### config.mk
export PLATFORM = sky130hd
export DESIGN_NAME = angular_rate_from_orientation_flat
export DESIGN_NICKNAME = d
export VERILOG_FILES = /design/src/rtl/arfo_pkg.sv /design/src/rtl/arfo_in_if.sv /design/src/rtl/arfo_out_if.sv /design/src/rtl/angular_rate_from_orientation.sv /design/src/flat_wrapper.sv
export SDC_FILE = /design/constraint.sdc
export NUM_CORES = 2
export LEC_CHECK = 0
export BUFFER_PORTS_ARGS = -buffer_cell sky130_fd_sc_hd__buf_2
export CAP_MARGIN = 20
export CORE_MARGIN = 10
export CORE_UTILIZATION = 35
export DETAILED_ROUTE_END_ITERATION = 10
export PLACE_DENSITY = 0.5
export REMOVE_ABC_BUFFERS = 1
export SLEW_MARGIN = 0
export SYNTH_ARGS = -nofsm -noshare
export SYNTH_HDL_FRONTEND = slang
export SYNTH_SLANG_ARGS = --single-unit
### constraint.sdc
create_clock -name clk -period 29.6 [get_ports clk]
set_clock_uncertainty 0.1 [all_clocks]
set_input_delay 4.44 -clock clk [delete_from_list [all_inputs] [get_ports clk]]
set_output_delay 4.44 -clock clk [all_outputs]
set_load 0.01 [all_outputs]
### src/rtl/arfo_pkg.sv
// ============================================================================
// arfo_pkg: shared types and constants for the angular rate block
// Field widths, item structures and the fixed-point constants used by the
// channel interfaces and the datapath.
// ============================================================================
package arfo_pkg;

  localparam int TIME_W = 32;
  localparam int QUAT_W = 16;
  localparam int RATE_W = 24;

  // Serial datapath widths.
  localparam int ACC_W  = 56;   // multiplier accumulator and multiplicand
  localparam int MP_W   = 21;   // two's complement multiplier, one bit per cycle
  localparam int PROD_W = 32;   // quaternion component product
  localparam int MAT_W  = 35;   // matrix entry before rounding, Q28
  localparam int DIFF_W = 17;   // current minus previous matrix entry
  localparam int DVD_W  = 39;   // dividend of the rate division
  localparam int CNT_W  = 6;

  localparam logic [MP_W-1:0]  US_PER_S = MP_W'(1000000);
  localparam logic [MAT_W-1:0] ONE_Q28  = MAT_W'(1) << 28;
  localparam logic [QUAT_W-1:0] ONE_Q14 = QUAT_W'(16384);

  typedef struct packed {
    logic [TIME_W-1:0]        time_us;
    logic signed [QUAT_W-1:0] quat_w;
    logic signed [QUAT_W-1:0] quat_x;
    logic signed [QUAT_W-1:0] quat_y;
    logic signed [QUAT_W-1:0] quat_z;
  } in_item_t;

  typedef struct packed {
    logic signed [RATE_W-1:0] rate_x;
    logic signed [RATE_W-1:0] rate_y;
    logic signed [RATE_W-1:0] rate_z;
    logic                     rate_valid;
  } out_item_t;

endpackage

### src/rtl/arfo_in_if.sv
// ============================================================================
// arfo_in_if: orientation sample channel
// Valid/ready channel carrying one timestamped quaternion per item.
// ============================================================================
interface arfo_in_if
  import arfo_pkg::*;
();
  logic     valid;
  logic     ready;
  in_item_t data;

  modport source (output valid, output data, input ready);
  modport sink   (input valid, input data, output ready);
endinterface

### src/rtl/arfo_out_if.sv
// ============================================================================
// arfo_out_if: angular rate result channel
// Valid/ready channel carrying one rate estimate per item.
// ============================================================================
interface arfo_out_if
  import arfo_pkg::*;
();
  logic      valid;
  logic      ready;
  out_item_t data;

  modport source (output valid, output data, input ready);
  modport sink   (input valid, input data, output ready);
endinterface

### src/rtl/angular_rate_from_orientation.sv
// No rate is computed when the time step is one microsecond or less. The next
// item is taken in the cycle after the result is loaded into the output register.
// One bit-serial multiplier (21 steps a product) and a 39-step divider do the
// arithmetic.
// Reset (synchronous, rst_n low) restores the identity matrix and time zero.
// ============================================================================
// angular_rate_from_orientation: body rate from successive quaternions
// Converts each quaternion to a rotation matrix, differences it against the
// stored matrix and, when a rate is due, divides by the time step, one bit per cycle.
// ============================================================================
module angular_rate_from_orientation
  import arfo_pkg::*;
(
  input  logic       clk,
  input  logic       rst_n,
  arfo_in_if.sink    in_ch,
  arfo_out_if.source out_ch
);

  // Sequencer states. Each multiply has a load state followed by MP_W shift
  // steps; the divider runs DVD_W steps after its own load state.
  localparam logic [3:0] S_IDLE = 4'd0;
  localparam logic [3:0] S_QLD  = 4'd1;
  localparam logic [3:0] S_QMUL = 4'd2;
  localparam logic [3:0] S_MAT  = 4'd3;
  localparam logic [3:0] S_NLD  = 4'd4;
  localparam logic [3:0] S_NMUL = 4'd5;
  localparam logic [3:0] S_CLD  = 4'd6;
  localparam logic [3:0] S_CMUL = 4'd7;
  localparam logic [3:0] S_DLD  = 4'd8;
  localparam logic [3:0] S_DIV  = 4'd9;
  localparam logic [3:0] S_DONE = 4'd10;

  // The numerator terms are visited in a fixed order: rate x uses the
  // derivative of row 2 against row 1, rate y row 0 against row 2 and rate z
  // row 1 against row 0, three columns each. These tables give, for each
  // term, which matrix entry is differenced and which one multiplies it.
  localparam int DSEL [9] = '{6, 7, 8, 0, 1, 2, 3, 4, 5};
  localparam int RSEL [9] = '{3, 4, 5, 6, 7, 8, 0, 1, 2};

  logic [3:0]               state_r;
  logic [TIME_W-1:0]        prev_time_r;
  logic                     seen_r;
  logic [TIME_W-1:0]        dt_r;
  logic                     vld_r;
  logic signed [QUAT_W-1:0] qw_r, qx_r, qy_r, qz_r;
  logic [3:0]               pidx_r;
  logic [1:0]               k_r;
  logic [1:0]               ridx_r;
  logic [CNT_W-1:0]         cnt_r;

  logic signed [ACC_W-1:0]  mc_r;
  logic [MP_W-1:0]          mp_r;
  logic signed [ACC_W-1:0]  acc_r;
  logic                     neg_r;
  logic [DVD_W-1:0]         dvd_r;
  logic [TIME_W-1:0]        rem_r;

  logic signed [PROD_W-1:0] prod_r [9];
  logic signed [QUAT_W-1:0] prev_r [9];
  logic signed [DIFF_W-1:0] dq_r   [9];
  logic signed [QUAT_W-1:0] rq_r   [9];
  logic signed [RATE_W-1:0] rate_r [3];

  logic                     out_valid_r;
  out_item_t                out_data_r;

  // Q28 value to Q14, rounding half up, saturated to 16 bits.
  function automatic logic signed [QUAT_W-1:0] q28_to_q14(
    input logic signed [MAT_W-1:0] v
  );
    logic signed [MAT_W-1:0] s;
    logic signed [MAT_W-15:0] r;
    s = v + MAT_W'(8192);
    r = s[MAT_W-1:14];
    if (r > (MAT_W-14)'(32767)) begin
      q28_to_q14 = QUAT_W'(32767);
    end else if (r < -(MAT_W-14)'(32768)) begin
      q28_to_q14 = QUAT_W'(-32768);
    end else begin
      q28_to_q14 = r[QUAT_W-1:0];
    end
  endfunction

  function automatic logic signed [MAT_W-1:0] px(input logic signed [PROD_W-1:0] p);
    px = {{(MAT_W-PROD_W){p[PROD_W-1]}}, p};
  endfunction

  // ---- Shared serial multiplier step -------------------------------------
  // The multiplier is shifted out LSB first; its top bit carries negative
  // weight, so the last step subtracts.
  logic signed [ACC_W-1:0] addend;
  logic signed [ACC_W-1:0] acc_step;
  logic                    mul_last;

  assign mul_last = (cnt_r == CNT_W'(MP_W-1));
  assign addend   = mp_r[0] ? mc_r : '0;
  assign acc_step = mul_last ? (acc_r - addend) : (acc_r + addend);

  // ---- Quaternion product operands ----------------------------------------
  logic signed [QUAT_W-1:0] opa, opb;

  always_comb begin
    case (pidx_r)
      4'd0: begin opa = qx_r; opb = qx_r; end
      4'd1: begin opa = qy_r; opb = qy_r; end
      4'd2: begin opa = qz_r; opb = qz_r; end
      4'd3: begin opa = qx_r; opb = qy_r; end
      4'd4: begin opa = qx_r; opb = qz_r; end
      4'd5: begin opa = qy_r; opb = qz_r; end
      4'd6: begin opa = qw_r; opb = qx_r; end
      4'd7: begin opa = qw_r; opb = qy_r; end
      4'd8: begin opa = qw_r; opb = qz_r; end
      default: begin opa = '0; opb = '0; end
    endcase
  end

  // ---- Rotation matrix from the stored products --------------------------
  // Products in order: xx yy zz xy xz yz wx wy wz, each still to be doubled.
  logic signed [QUAT_W-1:0] cur_c [9];

  always_comb begin
    cur_c[0] = q28_to_q14(ONE_Q28 - ((px(prod_r[1]) + px(prod_r[2])) <<< 1));
    cur_c[1] = q28_to_q14((px(prod_r[3]) - px(prod_r[8])) <<< 1);
    cur_c[2] = q28_to_q14((px(prod_r[4]) + px(prod_r[7])) <<< 1);
    cur_c[3] = q28_to_q14((px(prod_r[3]) + px(prod_r[8])) <<< 1);
    cur_c[4] = q28_to_q14(ONE_Q28 - ((px(prod_r[0]) + px(prod_r[2])) <<< 1));
    cur_c[5] = q28_to_q14((px(prod_r[5]) - px(prod_r[6])) <<< 1);
    cur_c[6] = q28_to_q14((px(prod_r[4]) - px(prod_r[7])) <<< 1);
    cur_c[7] = q28_to_q14((px(prod_r[5]) + px(prod_r[6])) <<< 1);
    cur_c[8] = q28_to_q14(ONE_Q28 - ((px(prod_r[0]) + px(prod_r[1])) <<< 1));
  end

  // ---- Divider step and rounding ------------------------------------------
  logic [TIME_W:0]          trial;
  logic [TIME_W+1:0]        trial_diff;
  logic                     qbit;
  logic [DVD_W-1:0]         quot;
  logic [ACC_W-1:0]         mag;
  logic [ACC_W-1:0]         rnd_sum;
  logic signed [RATE_W-1:0] rate_sat;

  assign trial      = {rem_r, dvd_r[DVD_W-1]};
  assign trial_diff = {1'b0, trial} - {2'b00, dt_r};
  assign qbit       = ~trial_diff[TIME_W+1];
  assign quot       = {dvd_r[DVD_W-2:0], qbit};
  assign mag        = acc_r[ACC_W-1] ? ACC_W'(-acc_r) : ACC_W'(acc_r);
  // Adding half the divisor before the floor division gives rounding half
  // away from zero on the magnitude; the divisor is dt times 2^16.
  assign rnd_sum    = ACC_W'(acc_r) + {{(ACC_W-TIME_W-15){1'b0}}, dt_r, 15'b0};

  always_comb begin
    if (neg_r) begin
      if (quot > DVD_W'(8388608)) begin
        rate_sat = {1'b1, {(RATE_W-1){1'b0}}};
      end else begin
        rate_sat = RATE_W'(-quot[RATE_W-1:0]);
      end
    end else begin
      if (quot > DVD_W'(8388607)) begin
        rate_sat = {1'b0, {(RATE_W-1){1'b1}}};
      end else begin
        rate_sat = quot[RATE_W-1:0];
      end
    end
  end

  logic in_fire;
  logic out_load;
  logic [TIME_W-1:0] dt_in;

  // No item is taken while reset is held.
  assign in_ch.ready = rst_n && (state_r == S_IDLE);
  assign in_fire     = in_ch.valid & in_ch.ready;
  assign out_load    = (state_r == S_DONE) && (!out_valid_r || out_ch.ready);
  assign dt_in       = in_ch.data.time_us - prev_time_r;

  // ---- Control state ------------------------------------------------------
  always_ff @(posedge clk) begin
    if (!rst_n) begin
      state_r     <= S_IDLE;
      prev_time_r <= '0;
      seen_r      <= 1'b0;
      out_valid_r <= 1'b0;
      pidx_r      <= '0;
      k_r         <= '0;
      ridx_r      <= '0;
      cnt_r       <= '0;
      for (int i = 0; i < 9; i++) begin
        prev_r[i] <= (i % 4 == 0) ? ONE_Q14 : '0;
      end
    end else begin
      if (out_load) begin
        out_valid_r <= 1'b1;
      end else if (out_ch.ready) begin
        out_valid_r <= 1'b0;
      end

      case (state_r)
        S_IDLE: begin
          if (in_fire) begin
            prev_time_r <= in_ch.data.time_us;
            seen_r      <= 1'b1;
            pidx_r      <= '0;
            state_r     <= S_QLD;
          end
        end
        S_QLD: begin
          cnt_r   <= '0;
          state_r <= S_QMUL;
        end
        S_QMUL: begin
          cnt_r <= cnt_r + CNT_W'(1);
          if (mul_last) begin
            if (pidx_r == 4'd8) begin
              state_r <= S_MAT;
            end else begin
              pidx_r  <= pidx_r + 4'd1;
              state_r <= S_QLD;
            end
          end
        end
        S_MAT: begin
          for (int i = 0; i < 9; i++) begin
            prev_r[i] <= cur_c[i];
          end
          k_r    <= '0;
          ridx_r <= '0;
          state_r <= vld_r ? S_NLD : S_DONE;
        end
        S_NLD: begin
          cnt_r   <= '0;
          state_r <= S_NMUL;
        end
        S_NMUL: begin
          cnt_r <= cnt_r + CNT_W'(1);
          if (mul_last) begin
            if (k_r == 2'd2) begin
              k_r     <= '0;
              state_r <= S_CLD;
            end else begin
              k_r     <= k_r + 2'd1;
              state_r <= S_NLD;
            end
          end
        end
        S_CLD: begin
          cnt_r   <= '0;
          state_r <= S_CMUL;
        end
        S_CMUL: begin
          cnt_r <= cnt_r + CNT_W'(1);
          if (mul_last) begin
            state_r <= S_DLD;
          end
        end
        S_DLD: begin
          cnt_r   <= '0;
          state_r <= S_DIV;
        end
        S_DIV: begin
          cnt_r <= cnt_r + CNT_W'(1);
          if (cnt_r == CNT_W'(DVD_W-1)) begin
            if (ridx_r == 2'd2) begin
              state_r <= S_DONE;
            end else begin
              ridx_r  <= ridx_r + 2'd1;
              state_r <= S_NLD;
            end
          end
        end
        S_DONE: begin
          if (out_load) begin
            state_r <= S_IDLE;
          end
        end
        default: begin
          state_r <= S_IDLE;
        end
      endcase
    end
  end

  // ---- Datapath -----------------------------------------------------------
  always_ff @(posedge clk) begin
    case (state_r)
      S_IDLE: begin
        if (in_fire) begin
          dt_r  <= dt_in;
          vld_r <= seen_r && (dt_in > TIME_W'(1));
          qw_r  <= in_ch.data.quat_w;
          qx_r  <= in_ch.data.quat_x;
          qy_r  <= in_ch.data.quat_y;
          qz_r  <= in_ch.data.quat_z;
        end
      end
      S_QLD: begin
        mc_r  <= {{(ACC_W-QUAT_W){opa[QUAT_W-1]}}, opa};
        mp_r  <= {{(MP_W-QUAT_W){opb[QUAT_W-1]}}, opb};
        acc_r <= '0;
      end
      S_QMUL, S_NMUL, S_CMUL: begin
        acc_r <= acc_step;
        mc_r  <= mc_r <<< 1;
        mp_r  <= mp_r >> 1;
        if (state_r == S_QMUL && mul_last) begin
          for (int i = 0; i < 8; i++) begin
            prod_r[i] <= prod_r[i+1];
          end
          prod_r[8] <= acc_step[PROD_W-1:0];
        end
      end
      S_MAT: begin
        for (int j = 0; j < 9; j++) begin
          dq_r[j] <= DIFF_W'(cur_c[DSEL[j]]) - DIFF_W'(prev_r[DSEL[j]]);
          rq_r[j] <= cur_c[RSEL[j]];
        end
        if (!vld_r) begin
          for (int i = 0; i < 3; i++) begin
            rate_r[i] <= '0;
          end
        end
      end
      S_NLD: begin
        mc_r <= {{(ACC_W-DIFF_W){dq_r[0][DIFF_W-1]}}, dq_r[0]};
        mp_r <= {{(MP_W-QUAT_W){rq_r[0][QUAT_W-1]}}, rq_r[0]};
        if (k_r == 2'd0) begin
          acc_r <= '0;
        end
        for (int i = 0; i < 8; i++) begin
          dq_r[i] <= dq_r[i+1];
          rq_r[i] <= rq_r[i+1];
        end
      end
      S_CLD: begin
        neg_r <= acc_r[ACC_W-1];
        mc_r  <= mag;
        mp_r  <= US_PER_S;
        acc_r <= '0;
      end
      S_DLD: begin
        dvd_r <= rnd_sum[DVD_W+15:16];
        rem_r <= '0;
      end
      S_DIV: begin
        rem_r <= qbit ? trial_diff[TIME_W-1:0] : trial[TIME_W-1:0];
        dvd_r <= quot;
        if (cnt_r == CNT_W'(DVD_W-1)) begin
          rate_r[0] <= rate_r[1];
          rate_r[1] <= rate_r[2];
          rate_r[2] <= rate_sat;
        end
      end
      S_DONE: begin
        if (out_load) begin
          out_data_r.rate_x     <= rate_r[0];
          out_data_r.rate_y     <= rate_r[1];
          out_data_r.rate_z     <= rate_r[2];
          out_data_r.rate_valid <= vld_r;
        end
      end
      default: begin
      end
    endcase
  end

  assign out_ch.valid = out_valid_r;
  assign out_ch.data  = out_data_r;

  // ---- Assertions ---------------------------------------------------------
  a_out_from_done: assert property (@(posedge clk) disable iff (!rst_n)
    $rose(out_valid_r) |-> $past(state_r == S_DONE))
    else $error("result raised outside the completion state");

  a_invalid_zero: assert property (@(posedge clk) disable iff (!rst_n)
    (out_valid_r && !out_data_r.rate_valid) |->
      (out_data_r.rate_x == '0 && out_data_r.rate_y == '0 && out_data_r.rate_z == '0))
    else $error("rates not zero on an item without a valid rate");

  a_rem_bound: assert property (@(posedge clk) disable iff (!rst_n)
    (state_r == S_DIV) |-> (rem_r < dt_r))
    else $error("divider remainder not below the time step");

  a_mul_count: assert property (@(posedge clk) disable iff (!rst_n)
    (state_r == S_QMUL || state_r == S_NMUL || state_r == S_CMUL) |->
      (cnt_r < CNT_W'(MP_W)))
    else $error("multiplier step count overran");

endmodule
### src/flat_wrapper.sv
// flat-port wrapper written by rule: the top's interface ports become plain ports
module angular_rate_from_orientation_flat import arfo_pkg::*;
  (clk, rst_n, in_ch_valid, in_ch_data, in_ch_ready, out_ch_valid, out_ch_data, out_ch_ready);
  arfo_in_if in_ch_i ();
  arfo_out_if out_ch_i ();
  input  logic clk;
  input  logic rst_n;
  input wire logic [$bits(in_ch_i.valid)-1:0] in_ch_valid;
  input wire logic [$bits(in_ch_i.data)-1:0] in_ch_data;
  output wire logic [$bits(in_ch_i.ready)-1:0] in_ch_ready;
  output wire logic [$bits(out_ch_i.valid)-1:0] out_ch_valid;
  output wire logic [$bits(out_ch_i.data)-1:0] out_ch_data;
  input wire logic [$bits(out_ch_i.ready)-1:0] out_ch_ready;
  assign in_ch_i.valid = in_ch_valid;
  assign in_ch_i.data = in_ch_data;
  assign in_ch_ready = in_ch_i.ready;
  assign out_ch_valid = out_ch_i.valid;
  assign out_ch_data = out_ch_i.data;
  assign out_ch_i.ready = out_ch_ready;
  angular_rate_from_orientation u_core (.clk(clk), .rst_n(rst_n), .in_ch(in_ch_i), .out_ch(out_ch_i));
endmodule
==> qor.csv <==
metric;value;unit
CTS tree;yes;
routed via count;67100;
Fin. Hold Viols;0;
FF-to-FF path depth;30;
Residual DRC;0;
grt ovf;0;
VDD IR max;0.0000556;V
die area;0.256;mm^2
row count;178;
Worst Setup Start Kind;input port;
Met1 Routed Length;128;mm
Tightest Pin Transition;1.23;ns
clk_lat worst skew;0.85;ns
Hold WS;0.313;ns
launch point of the worst reg-to-reg path;u_core.prod_r[0][111];
Cells after Synth;8596;
maximum fanout along the worst path;9;
Post-Synthesis Cell Area;0.0828;mm^2
RSZ-0062 raised after global routing;no;
Clock Sinks;1228;
yosys warns;0;
critical path class;input port to primary output;
chip width;506;um
post-synth cell types;117;
CP Capture Type;primary output;
GRT Resource Usage Total;0.211;
Rel. slew slack;0.171;
Setup Viol. Count Final;0;
Clk pwr share;0.417;
dpl cell area;0.0872;mm^2
fraction of registers with async set or reset after synthesis;0;
area grow syn2layout;11.5;%
sequential area share after synthesis;0.439;
Avg Cell Area, Syn;9.64;um^2
net count reported at finish;9394;
GPL Wtd Cong;0.934;
arrival time at the worst endpoint;5.24;ns
initial cell density of the core;0.352;
share of cells above drive strength 1;0.0797;
number of max-cap violations;0;
Comb power frac;0.140;
deepest clock path buffer count;3;
ys flop type;edfxtp_1;
cts hold-fix bufs;0;
DR WL met3;14.0;mm
sw frac;0.275;
Num CTS Buffers;148;
initial antenna violation count;13;
Critical Path RT;25.06;ns
leakage;34.8;nW
final worst path period share;0.330;
DR iter-0 viols;5994;
status;complete, no violations;
Reg power frac;0.443;
Seq cells post-synth;1228;
WL met2;127;mm
vias per std cell;5.61;
I/O pin cnt;175;
DR pass1 iterations;7;
number of synthesized flops with an enable pin;1176;
Worst Hold Endpoint;u_core.out_ch.data[51];
commonest non-fill, non-tap cell in the layout;edfxtp_1;
min Tclk post-route;9.78;ns
post-route cell area;0.0924;mm^2
Core Footprint;0.235;mm^2
Root Buffer;clkbuf_16;
top sig layer;met4;
setup total negative slack;0;ns
postcts setup bufs;0;
CTS resizes;0;
number of I/O port buffers;174;
number of global-route vias before repair;63300;
Die Height;506;um
Max Freq;102;MHz
HP Start;u_core.rate_r[0][2];
Worst Hold Path Cells;0;
reg-to-reg setup timing slack;20.44;ns
mean routed wirelength per cell;23.7;um
worst hold path type;flip-flop to flip-flop;
final wirelength;283;mm
first-pass GRT wire length;417;mm
htree depth;4;
Net Sw Power;0.00127;W
max-slew violations;0;
worst reg2reg path endpoint;u_core.dq_r[0][116];
largest net degree at the start of global routing;147;
most frequent cells in the layout;edfxtp_1, a21oi_1, nor2_1;
P per Cell Area;50.0;mW/mm^2
post-DP HPWL;220;mm
P_int;0.00335;W
post-route ant nets;0;
CTS clk-pin slew, worst paths;0.06;ns
==> worst max path at each step <==
stage / depth (start not counted) / startpoint / to
2_1_floorplan: 3 / u_core.state_r[3] / u_core.dq_r[0][0]
3_3_place_gp: 3 / rst_n / in_ch_ready
3_5_place_dp: 3 / rst_n / in_ch_ready
4_1_cts: 3 / rst_n / in_ch_ready
5_1_grt: 29 / u_core.prod_r[0][32] / u_core.dq_r[0][49]
6_report: 3 / rst_n / in_ch_ready
==> power by group through the flow <==
stage,Sequential [W],Combinational [W],Clock (W)
floorplan,0.00206,0.000445,0
detailed placement,0.00208,0.000644,0
global route,0.00205,0.000716,0.00204
CTS,0.00204,0.000649,0.00197
finish,0.00204,0.000644,0.00193
global placement,0.00208,0.000638,0
==> critical path, stage by stage <==
cell	delay, ns
buf_2	0.40
and3_1	0.26
buf_2	0.14
==> synthesized netlist by cell type, drive strengths merged (179+ instances only) <==
master	instances	share of area
edfxtp	1176	0.43
a21oi	784	0.048
nor2	727	0.033
inv	662	0.030
nand2	651	0.030
ha	593	0.090
o21ai	517	0.031
xnor2	334	0.035
clkbuf	279	0.013
a21o	215	0.019
xor2	201	0.021
o31ai	179	0.017
==> flip-flops by register name (all words and copies together) (netlist names), 21 cells and up <==
signal,flops
u_core.prod_r,288
u_core.dq_r,153
u_core.prev_r,144
u_core.rq_r,144
u_core.out_ch.data,73
u_core.rate_r,72
u_core.acc_r,56
u_core.mc_r,56
u_core.dvd_r,39
u_core.dt_r,32
u_core.prev_time_r,32
u_core.rem_r,32
u_core.mp_r,21
==> final cells by class <==
type | count | area (um^2)
sequential | 1228 | 36400
fill | 23400 | 143000
timing repair buffer | 278 | 1680
clock inverter | 90 | 1250
tap | 3150 | 3940
multi-input combinational | 6362 | 42800
clock buffer | 179 | 3850
antenna | 7 | 17.5
inverter | 667 | 2510
==> per-stage QoR <==
| stage | worst slack (ns) | total power, W | utilization | cells |
|---|---|---|---|---|
| floorplan | 13.09 | 0.00250 | - | 8257 |
| global placement | 19.78 | 0.00272 | 0.370 | 11700 |
| detailed placement | 19.76 | 0.00273 | 0.370 | 11700 |
| CTS | 19.77 | 0.00467 | 0.392 | 12000 |
| global route | 19.71 | 0.00480 | 0.392 | 12000 |
| finish | 19.82 | 0.00461 | 0.392 | 12000 |
==> cells by family after synthesis <==
| kind of cell | Yosys count | synth area share |
|---|---|---|
| AOI/OAI and AO/OA | 2541 | 0.201 |
| muxes | 48 | 0.00616 |
| xor gates and xnor gates | 535 | 0.0566 |
| buffers and inverters | 1006 | 0.0468 |
| and+or+nand+nor | 2629 | 0.157 |
| adders and majority gates | 609 | 0.0935 |
| DFF | 1228 | 0.439 |
==> per-layer routing <==
metal	vias to the layer above	GRT usage
met5	-	0
met4	0	0.0929
met3	365	0.0247
met2	1913	0.333
met1	32900	0.290
li1	31900	-
Power figures use the tool's default switching activity.
